===== config.mk =====
export PLATFORM = sky130hd
export DESIGN_NAME = sha256_hash_engine_top
export DESIGN_NICKNAME = d
export VERILOG_FILES = /design/src/design/sha_pkg.sv /design/src/design/sha_ctrl.sv /design/src/design/sha_dpath.sv /design/src/design/sha256_hash_engine_top.sv
export SDC_FILE = /design/constraint.sdc
export NUM_CORES = 2
export LEC_CHECK = 0
export ABC_AREA = 1
export BUFFER_PORTS_ARGS = -buffer_cell sky130_fd_sc_hd__buf_2
export CAP_MARGIN = 25
export CORE_MARGIN = 4
export CORE_UTILIZATION = 42
export DETAILED_ROUTE_END_ITERATION = 8
export PLACE_DENSITY = 0.6
export SLEW_MARGIN = 20
export SYNTH_ARGS = -nofsm -noshare
export SYNTH_HDL_FRONTEND = slang
export SYNTH_HIERARCHICAL = 1
export SYNTH_SLANG_ARGS = --single-unit

===== constraint.sdc =====
create_clock -name clk_i -period 17.2 [get_ports clk_i]
set_input_delay 1.72 -clock clk_i [delete_from_list [all_inputs] [get_ports clk_i]]
set_output_delay 1.72 -clock clk_i [all_outputs]
set_load 0.03 [all_outputs]

===== src/design/sha_pkg.sv =====
// ----------------------------------------------------------------------------
// sha_pkg
// types, constants and round functions shared by the sha-256 engine
// ----------------------------------------------------------------------------
package sha_pkg;

  typedef enum logic [2:0] {
    ST_IDLE,
    ST_ROUND,
    ST_ADD,
    ST_PADZ,
    ST_OUT
  } state_e;

  // commands from controller to datapath
  typedef struct packed {
    logic take_byte;   // write byte into buffer, bump count
    logic start_blk;   // load working regs from chain
    logic do_round;    // one compression round
    logic add_chain;   // add working regs into chain
    logic pad_byte;    // write one pad byte at the fill pointer
    logic len_write;   // place length in last 8 bytes of buffer
    logic restart;     // reload iv, clear count
  } sha_cmd_t;

  // status back to controller
  typedef struct packed {
    logic blk_full;    // count low 6 bits wrap on this byte
    logic last_round;  // round 63 running
    logic [5:0] fill;  // buffer fill pointer
  } sha_sts_t;

  localparam logic [7:0] PadByte = 8'h80;

  localparam logic [31:0] IV [8] = '{
    32'h6a09e667, 32'hbb67ae85, 32'h3c6ef372, 32'ha54ff53a,
    32'h510e527f, 32'h9b05688c, 32'h1f83d9ab, 32'h5be0cd19
  };

  localparam logic [31:0] RoundK [64] = '{
    32'h428a2f98, 32'h71374491, 32'hb5c0fbcf, 32'he9b5dba5,
    32'h3956c25b, 32'h59f111f1, 32'h923f82a4, 32'hab1c5ed5,
    32'hd807aa98, 32'h12835b01, 32'h243185be, 32'h550c7dc3,
    32'h72be5d74, 32'h80deb1fe, 32'h9bdc06a7, 32'hc19bf174,
    32'he49b69c1, 32'hefbe4786, 32'h0fc19dc6, 32'h240ca1cc,
    32'h2de92c6f, 32'h4a7484aa, 32'h5cb0a9dc, 32'h76f988da,
    32'h983e5152, 32'ha831c66d, 32'hb00327c8, 32'hbf597fc7,
    32'hc6e00bf3, 32'hd5a79147, 32'h06ca6351, 32'h14292967,
    32'h27b70a85, 32'h2e1b2138, 32'h4d2c6dfc, 32'h53380d13,
    32'h650a7354, 32'h766a0abb, 32'h81c2c92e, 32'h92722c85,
    32'ha2bfe8a1, 32'ha81a664b, 32'hc24b8b70, 32'hc76c51a3,
    32'hd192e819, 32'hd6990624, 32'hf40e3585, 32'h106aa070,
    32'h19a4c116, 32'h1e376c08, 32'h2748774c, 32'h34b0bcb5,
    32'h391c0cb3, 32'h4ed8aa4a, 32'h5b9cca4f, 32'h682e6ff3,
    32'h748f82ee, 32'h78a5636f, 32'h84c87814, 32'h8cc70208,
    32'h90befffa, 32'ha4506ceb, 32'hbef9a3f7, 32'hc67178f2
  };

  function automatic logic [31:0] rotr(input logic [31:0] v, input int unsigned n);
    rotr = (v >> n) | (v << (32 - n));
  endfunction

endpackage


===== src/design/sha_ctrl.sv =====
// ----------------------------------------------------------------------------
// sha_ctrl
// sequencer: byte intake, block compression, padding and digest output
// ----------------------------------------------------------------------------
module sha_ctrl (
  input  logic              clk_i,
  input  logic              rst_ni,
  input  logic              in_valid_i,
  input  logic              in_has_i,
  input  logic              in_last_i,
  output logic              in_ready_o,
  input  sha_pkg::sha_sts_t sts_i,
  output sha_pkg::sha_cmd_t cmd_o,
  output logic              out_valid_o,
  input  logic              out_ready_i,
  output logic [2:0]        out_idx_o
);
  import sha_pkg::*;

  state_e state_q, state_d;
  logic       fin_q, fin_d;     // padding in progress for this message
  logic       lenpl_q, lenpl_d; // length block pending
  logic [2:0] idx_q, idx_d;

  always_ff @(posedge clk_i or negedge rst_ni) begin
    if (!rst_ni) begin
      state_q <= ST_IDLE;
      fin_q   <= 1'b0;
      lenpl_q <= 1'b0;
      idx_q   <= '0;
    end else begin
      state_q <= state_d;
      fin_q   <= fin_d;
      lenpl_q <= lenpl_d;
      idx_q   <= idx_d;
    end
  end

  always_comb begin
    state_d    = state_q;
    fin_d      = fin_q;
    lenpl_d    = lenpl_q;
    idx_d      = idx_q;
    cmd_o      = '0;
    in_ready_o = 1'b0;
    out_valid_o = 1'b0;
    case (state_q)
      ST_IDLE: begin
        in_ready_o = 1'b1;
        if (in_valid_i) begin
          if (in_has_i) cmd_o.take_byte = 1'b1;
          if (in_has_i && sts_i.blk_full) begin
            cmd_o.start_blk = 1'b1;
            fin_d   = in_last_i;
            lenpl_d = in_last_i;
            state_d = ST_ROUND;
          end else if (in_last_i) begin
            fin_d   = 1'b1;
            lenpl_d = 1'b1;
            state_d = ST_PADZ;
          end
        end
      end
      ST_ROUND: begin
        cmd_o.do_round = 1'b1;
        if (sts_i.last_round) state_d = ST_ADD;
      end
      ST_ADD: begin
        cmd_o.add_chain = 1'b1;
        if (!fin_q) state_d = ST_IDLE;
        else if (lenpl_q) state_d = ST_PADZ;
        else begin
          idx_d   = '0;
          state_d = ST_OUT;
        end
      end
      ST_PADZ: begin
        // first pad byte is 0x80, then zeros; the padf flag drives the choice
        cmd_o.pad_byte = 1'b1;
        if (sts_i.fill == 6'd55) begin
          cmd_o.len_write = 1'b1;
          cmd_o.start_blk = 1'b1;
          lenpl_d = 1'b0;
          state_d = ST_ROUND;
        end else if (sts_i.fill == 6'd63) begin
          cmd_o.start_blk = 1'b1;
          state_d = ST_ROUND;
        end
      end
      ST_OUT: begin
        out_valid_o = 1'b1;
        if (out_ready_i) begin
          idx_d = idx_q + 3'd1;
          if (idx_q == 3'd7) begin
            cmd_o.restart = 1'b1;
            fin_d   = 1'b0;
            state_d = ST_IDLE;
          end
        end
      end
      default: state_d = ST_IDLE;
    endcase
  end

  assign out_idx_o = idx_q;

endmodule


===== src/design/sha_dpath.sv =====
// ----------------------------------------------------------------------------
// sha_dpath
// schedule window doubling as block buffer, working regs, chain hash, count
// ----------------------------------------------------------------------------
module sha_dpath (
  input  logic              clk_i,
  input  logic              rst_ni,
  input  sha_pkg::sha_cmd_t cmd_i,
  input  logic [7:0]        data_byte_i,
  input  logic [2:0]        out_idx_i,
  output sha_pkg::sha_sts_t sts_o,
  output logic [31:0]       digest_word_o,
  output logic              too_long_o
);
  import sha_pkg::*;

  // bytes land big-endian in the window words, which then run as the schedule
  logic [31:0] w_q [16];
  logic [31:0] v_q [8];
  logic [31:0] h_q [8];
  logic [60:0] cnt_q;
  logic        ovf_q;
  logic [5:0]  fill_q;   // pad write pointer
  logic        padf_q;   // next pad byte is the 0x80 marker
  logic [6:0]  rnd_q;
  logic [63:0] bits;
  logic [7:0]  pad_val;

  assign bits    = {cnt_q, 3'b000};
  assign pad_val = padf_q ? PadByte : 8'h00;

  // schedule word for this round
  logic [31:0] w_new, w_use, x15, x2, s0, s1;
  assign x15   = w_q[1];
  assign x2    = w_q[14];
  assign s0    = rotr(x15, 7) ^ rotr(x15, 18) ^ (x15 >> 3);
  assign s1    = rotr(x2, 17) ^ rotr(x2, 19) ^ (x2 >> 10);
  assign w_new = w_q[0] + s0 + w_q[9] + s1;
  assign w_use = (rnd_q < 7'd16) ? w_q[0] : w_new;

  logic [31:0] big0, big1, ch, maj, t1, t2;
  assign big1 = rotr(v_q[4], 6) ^ rotr(v_q[4], 11) ^ rotr(v_q[4], 25);
  assign ch   = (v_q[4] & v_q[5]) ^ (~v_q[4] & v_q[6]);
  assign t1   = v_q[7] + big1 + ch + RoundK[rnd_q[5:0]] + w_use;
  assign big0 = rotr(v_q[0], 2) ^ rotr(v_q[0], 13) ^ rotr(v_q[0], 22);
  assign maj  = (v_q[0] & v_q[1]) ^ (v_q[0] & v_q[2]) ^ (v_q[1] & v_q[2]);
  assign t2   = big0 + maj;

  // byte writes; during rounds the window is a shift line so w_q[0] is word r (word r-16 from round 16 on)
  always_ff @(posedge clk_i) begin
    if (cmd_i.take_byte) w_q[cnt_q[5:2]][{~cnt_q[1:0], 3'b000} +: 8] <= data_byte_i;
    if (cmd_i.pad_byte) w_q[fill_q[5:2]][{~fill_q[1:0], 3'b000} +: 8] <= pad_val;
    if (cmd_i.len_write) begin
      w_q[14] <= bits[63:32];
      w_q[15] <= bits[31:0];
    end
    if (cmd_i.start_blk) begin
      for (int i = 0; i < 8; i++) v_q[i] <= h_q[i];
    end else if (cmd_i.do_round) begin
      for (int i = 0; i < 15; i++) w_q[i] <= w_q[i+1];
      w_q[15] <= w_use;
      v_q[7] <= v_q[6];
      v_q[6] <= v_q[5];
      v_q[5] <= v_q[4];
      v_q[4] <= v_q[3] + t1;
      v_q[3] <= v_q[2];
      v_q[2] <= v_q[1];
      v_q[1] <= v_q[0];
      v_q[0] <= t1 + t2;
    end
  end

  always_ff @(posedge clk_i or negedge rst_ni) begin
    if (!rst_ni) begin
      for (int i = 0; i < 8; i++) h_q[i] <= IV[i];
      cnt_q  <= '0;
      ovf_q  <= 1'b0;
      fill_q <= '0;
      padf_q <= 1'b1;
      rnd_q  <= '0;
    end else begin
      if (cmd_i.take_byte) begin
        if (&cnt_q) ovf_q <= 1'b1;
        cnt_q  <= cnt_q + 61'd1;
        fill_q <= cnt_q[5:0] + 6'd1;
      end
      if (cmd_i.pad_byte) begin
        fill_q <= fill_q + 6'd1;
        padf_q <= 1'b0;
      end
      if (cmd_i.do_round) rnd_q <= rnd_q + 7'd1;
      else rnd_q <= '0;
      if (cmd_i.add_chain) begin
        for (int i = 0; i < 8; i++) h_q[i] <= h_q[i] + v_q[i];
      end
      if (cmd_i.restart) begin
        for (int i = 0; i < 8; i++) h_q[i] <= IV[i];
        cnt_q  <= '0;
        ovf_q  <= 1'b0;
        fill_q <= '0;
        padf_q <= 1'b1;
      end
    end
  end

  assign sts_o.blk_full   = (cnt_q[5:0] == 6'd63);
  assign sts_o.last_round = (rnd_q == 7'd63);
  assign sts_o.fill       = fill_q;
  assign digest_word_o    = h_q[out_idx_i];
  assign too_long_o       = ovf_q;

endmodule


===== src/design/sha256_hash_engine_top.sv =====
// A message streams in at most one byte per request; a request with tlast ends it and
// eight digest words come out, most significant first. Each 64-byte block
// holds input off after its last byte is taken, while it runs 64 rounds in the
// single round unit and one chain add; padding writes one buffer byte per cycle.
// ----------------------------------------------------------------------------
// sha256_hash_engine_top
// sha-256 engine: sequencer plus round datapath
// ----------------------------------------------------------------------------
module sha256_hash_engine_top (
  input  logic        clk_i,
  input  logic        rst_ni,
  input  logic        s_axis_tvalid,
  output logic        s_axis_tready,
  input  logic [7:0]  s_axis_tdata,   // data_byte
  input  logic        s_axis_tuser,   // has_byte
  input  logic        s_axis_tlast,   // end_of_message
  output logic        m_axis_tvalid,
  input  logic        m_axis_tready,
  output logic [39:0] m_axis_tdata,   // digest_word, word_index, too_long, zero fill
  output logic        m_axis_tlast    // final_word
);
  import sha_pkg::*;

  sha_cmd_t   cmd;
  sha_sts_t   sts;
  logic [2:0] idx;
  logic [31:0] word;
  logic        tl;

  sha_ctrl u_ctrl (
    .clk_i, .rst_ni,
    .in_valid_i (s_axis_tvalid),
    .in_has_i   (s_axis_tuser),
    .in_last_i  (s_axis_tlast),
    .in_ready_o (s_axis_tready),
    .sts_i      (sts),
    .cmd_o      (cmd),
    .out_valid_o(m_axis_tvalid),
    .out_ready_i(m_axis_tready),
    .out_idx_o  (idx)
  );

  sha_dpath u_dpath (
    .clk_i, .rst_ni,
    .cmd_i        (cmd),
    .data_byte_i  (s_axis_tdata),
    .out_idx_i    (idx),
    .sts_o        (sts),
    .digest_word_o(word),
    .too_long_o   (tl)
  );

  assign m_axis_tdata = {4'b0000, tl, idx, word};
  assign m_axis_tlast = (idx == 3'd7);

endmodule


* Word-level counts from Yosys, hierarchy flattened
Memories as Yosys holds them, arrays and structs flattened.
Cells that the tools add are included.
Widths: inputs -> output; s select.
** Storage, ports and cells
- Register bits after elaboration :: 340
- Bits in writable memories :: 768
- Memory bits (read-only) :: 2048
- Output and inout bits :: 43
- Word-level logic and storage cells :: 215
- Memories kept :: 3
** Cells by class
- Add/sub/neg operators :: 25
- $lt $le $gt $ge :: 3
- Equal/unequal tests :: 18
- Shift-type cells :: 4
- Mux-type cells :: 86
- Bitwise logic cells :: 41
- Reduce and logical (&&, ||, !) cells :: 18
** Memories
- (name not given) :: words 64, bits a word 32, read ports 1, clocked after Yosys merged registers in 0, wr ports 0, line sha_dpath.sv:44 : assign t1 = v_q[7] + big1 + ch + RoundK[rnd_q[5:0]] + w_use;
- u_dpath.w_q :: words 16, bits a word 32, read ports 16, clocked after Yosys merged registers in 0, wr ports 16, line sha_dpath.sv:18 : logic [31:0] w_q [16];
- u_dpath.v_q :: words 8, bits a word 32, read ports 8, clocked after Yosys merged registers in 0, wr ports 8, line sha_dpath.sv:19 : logic [31:0] v_q [8];
** Operator list (number)
- $mux 32 :: 21
- $add 32x32->32 :: 18
- $mux 256 :: 2
- $xor 32x32->32 :: 9
- $and 32x32->32 :: 5
- $mux 61 :: 2
- $bmux 32 s3 :: 1
- $reduce_or 32->1 :: 2
- $shift 8x7->32 const A :: 2
- $shiftx 8x7->32 :: 2
- $add 61x1->61 const B :: 1
- $reduce_and 61->1 :: 1
- $mux 3 :: 13
- $mux 1 :: 33
- $not 32->32 :: 1
- $or 10x32->32 :: 1
- $or 13x32->32 :: 1
- $or 14x32->32 :: 1
- $or 15x32->32 :: 1
- $or 19x32->32 :: 1
- $or 21x32->32 :: 1
- $or 25x32->32 :: 1
- $or 26x32->32 :: 1
- $or 30x32->32 :: 1
- 39 further kinds :: 73

* Longest topological paths before layout
An unclocked memory read counts as a cell.
- Depth in word-level cells :: 11
- Gate-level depth with buffers :: 49
- Depth with buffers taken out :: 49

* By module
Netlist, hierarchy kept.
** By module, submodules not included
- sha_dpath :: times used 1, cells an instance 9901, area an instance 79421.2 sq um
- sha_ctrl :: times used 1, cells an instance 91, area an instance 613.1 sq um
- sha256_hash_engine_top :: times used 1, cells an instance 9, area an instance 55.1 sq um

* Worst setup path before layout
No wires, ideal clock.
- Kind :: reg-to-reg
- From :: memory u_dpath.w_q[14][20]
- To :: memory u_dpath.v_q[0][28], data pin
- Setup time :: 0.264 ns
- Data arrival time :: 8.089 ns
- Slack :: 8.848 ns
- Stages on the path, launching flop included :: 44
- Period minus slack after synthesis :: 8.352 ns
- Cells stage by stage :: edfxtp_1 > xnor2_1 > xor2_1 > inv_1 > fa_1 > inv_1 > fa_1 > inv_1 > ha_1 > inv_1 > fa_1 > inv_1 > nand2_1 > nand3_1 > nand3_1 > nand3_1 > nand3_1 > nand2_1 > [... 8 more ...] > nand4_1 > nor3_1 > a21oi_1 > o21ai_0 > a31oi_1 > xnor2_1 > fa_1 > ha_1 > nand2_1 > nor2_1 > nand2_1 > nor4_1 > nand2_1 > o211ai_1 > a21o_1 > a21oi_1 > o21ai_0 > o21ai_0
** RTL lines (line)
- start, declared :: sha_dpath.sv:18
- end, declared :: sha_dpath.sv:19

==> flow_metrics.tcl <==
set metrics [dict create \
    status "completed" \
    critical_path.endpoint_type "flip-flop" \
    port_buffers 52 \
    maxSlewViolCount 0 \
    hold_buffers 0 \
    r2r_cells 40 \
    io_pins 57 \
    synth_mux_area_frac 0.000125 \
    synth_seq_cells 1108 \
    tightest_slew_ns 1.17 \
    area_growth_pct 8.78 \
    synth_fa_ha_area_frac 0.114 \
    clkTransAtPathRegs_ns 0.06 \
    max_stage_delay_ns 0.59 \
    synth-xor-area-share 0.0478 \
    core_mm2 0.190 \
    hold_path_class "reg -> reg" \
    cp.depth 40 \
    layout-drive-gt1-share 0.0583 \
    maxCapViolations 0 \
    critPathTopFamily "adder cells" \
    cts_tree "built" \
    hold_path_depth 1 \
    post-route-min-period_ns 10.56 \
    fin_crit_sh 0.614 \
    core.rowCount 160 \
    grt_max_degree 245 \
    hold_violations 0 \
    wl_um 329000 \
    synth_warnings 6 \
    relSlewSlack 0.212 \
    post_drt_wl_per_cell_um 26.4 \
    drt_iter0_drc 9452 \
    floorplan.initialDensity 0.422 \
    grt_pass1_wl_um 472000 \
    drtAntennaViolNets 0 \
    clockRootBuffer "clkbuf_16" \
    hold_ws_ns 0.495 \
    place_area_mm2 0.0827 \
    cp_num_buf_inv 8 \
    synth_cell_types 72 \
    dp_hpwl_um 253000 \
    worstSetupPathType "reg -> reg" \
    synth_compound_area_frac 0.190 \
    cts_buffers 136 \
    rsz0062_at_grt "false" \
    cts-resized-gates 0 \
    layout_common_cells "nand2_1, o21ai_0, inv_1" \
    crit_top_cell "inv_1" \
    clock_skew_ns 0.0390 \
    crit_slowest_cell "o21ai_0" \
    yosysSeqAreaShare 0.396 \
    finalNetCount 10500 \
    drt_first_pass_iters 6 \
    cp.arrival_ns 11.11 \
    postLayoutCellArea_mm2 0.0871 \
    fmax_mhz 94.7 \
    num_vias 73600 \
    critPathLaunchType "flip-flop" \
    num-fill-cells 18800 \
    required_ns 17.75 \
    cts.sinks 1108 \
    insertion_delay_ns 0.83 \
    antenna_found_initial 10 \
    synth_top_family_by_area "compound AO/OA/AOI/OAI gates" \
    final_common_cell "nand2_1" \
    grt_overflow_total 0 \
    netlist_area_mm2 0.0801 \
    ys.flop_type "edfxtp_1" \
    syn_area_per_cell_um2 8.01 \
    clk_path_buf_depth 3 \
    fin_cells 12500 \
    post_cts_buffers 0 \
    routabilityCongestion 1.01 \
    placed_cells 12200 \
    cp_max_fo 5 \
    grt_pass1_vias 68100 \
    synth_edf_count 768 \
    via_per_inst 5.89 \
    die_x_um 445 \
    fp.dieArea_mm2 0.198 \
    setup-violations-final 0 \
    syn_inst 10000 \
    tns_ns 0 \
    htree_levels 4 \
    drc 0 \
    async_flop_share 0.307 \
    synthSimpleGateAreaFrac 0.167 \
    die_h_um 445 \
    groute.usage.overall 0.323 \
]
[metrics by stage]
step                      utilization  setup slack, ns
after global routing            0.459             6.19
after detailed placement        0.435             6.84
after floorplan                     -             8.85
after CTS                       0.458             6.79
final                           0.459             6.64
after global placement          0.435             6.85
[worst reg2reg max path, delay by kind of cell (launching register included)]
kind	cells	cell delay [ns]
adder cells (fa/ha/maj)	10	4.31
AO/OA/AOI/OAI	13	3.35
XOR/XNOR	4	1.08
AND/OR/NAND/NOR	5	0.59
buffers and inverters	8	0.52
flip-flops	1	0.47
[final timing paths]
kind                                     startpoint            endpoint  slack, ns
max in group asynchronous                    rst_ni   u_dpath/cnt_q[13]      14.26
worst min register to register    u_dpath/cnt_q[48]   u_dpath/cnt_q[48]       0.50
worst min-delay path              u_dpath/cnt_q[48]   u_dpath/cnt_q[48]       0.50
min in group asynchronous                    rst_ni    u_dpath/h_q[222]       0.87
worst max-delay path            u_dpath/w_q[14][20]  u_dpath/v_q[0][29]       6.64
worst max register to register  u_dpath/w_q[14][20]  u_dpath/v_q[0][29]       6.64
[synth_stat cells, types with 8 or more instances]
cell type | number | share of area
buf_1 | 22 | 0.0010
a211oi_1 | 10 | 0.00094
o311ai_0 | 11 | 0.0012
a21oi_1 | 752 | 0.047
buf_4 | 9 | 0.00084
nand4_1 | 48 | 0.0037
clkbuf_1 | 330 | 0.015
o21ai_0 | 1352 | 0.084
xor2_1 | 251 | 0.027
o21a_1 | 24 | 0.0022
or2_2 | 23 | 0.0018
nor4_1 | 21 | 0.0016
nand2_1 | 2113 | 0.099
fa_1 | 196 | 0.049
a21o_1 | 48 | 0.0045
inv_1 | 1341 | 0.063
o21bai_1 | 46 | 0.0043
o22ai_1 | 217 | 0.017
buf_2 | 53 | 0.0033
nor2_1 | 685 | 0.032
inv_2 | 8 | 0.00037
ha_1 | 405 | 0.063
o21ai_1 | 16 | 0.0010
dfrtp_1 | 203 | 0.063
dfstp_2 | 137 | 0.045
nand3_1 | 243 | 0.015
xnor2_1 | 186 | 0.020
maj3_1 | 13 | 0.0016
nor3_1 | 116 | 0.0072
o221ai_1 | 14 | 0.0015
nor2_2 | 10 | 0.00078
nand3b_1 | 11 | 0.0010
a221oi_1 | 26 | 0.0028
a211o_1 | 53 | 0.0058
a31oi_1 | 70 | 0.0055
a21boi_0 | 19 | 0.0018
edfxtp_1 | 768 | 0.29
o211ai_1 | 43 | 0.0040
o31ai_1 | 17 | 0.0016
[state kept, by name, indices dropped and copies added (netlist names)]
register and count:
u_dpath/w_q 512, u_dpath/h_q 256, u_dpath/v_q 256, u_dpath/cnt_q 61, u_dpath/rnd_q 7, u_dpath/fill_q 6, u_ctrl/out_idx_o 3, u_ctrl/state_q 3
u_ctrl/fin_q 1, u_ctrl/lenpl_q 1, u_dpath/padf_q 1, u_dpath/too_long_o 1
[logic make-up (layout without fill, tap and decap cells)]
family | count (synthesis) | count (layout)
flops | 1108 | 1108
buf+inv | 1766 | 1750
mux | 1 | 1
other cells | 1 | 7
fa+ha+maj | 614 | 614
xor+xnor | 437 | 437
compound gates | 2760 | 2760
simple gates | 3314 | 3314
[metal layers]
metal  up-vias  wire, um  GRT usage
met1     35700    142000      0.467
li1      33400         -          -
met2      3914    137000      0.468
met5         -        48          0
met4         8     13400      0.118
met3       560     37600     0.0812
[layout make-up]
class,instances,area [um^2],area share
sequential,1108,31800,0.364
tap,2511,3140,0.0361
antenna,3,7.51,0.0000862
clock inverter,72,681,0.00781
clock buffer,180,3720,0.0427
timing repair buffer,146,1040,0.0119
multi-input combinational,7130,41700,0.478
inverter,1352,5090,0.0585
Power is left out: the tool's default activity adds up to more than one toggle a clock period on the data nets, which glitch-free logic cannot reach.
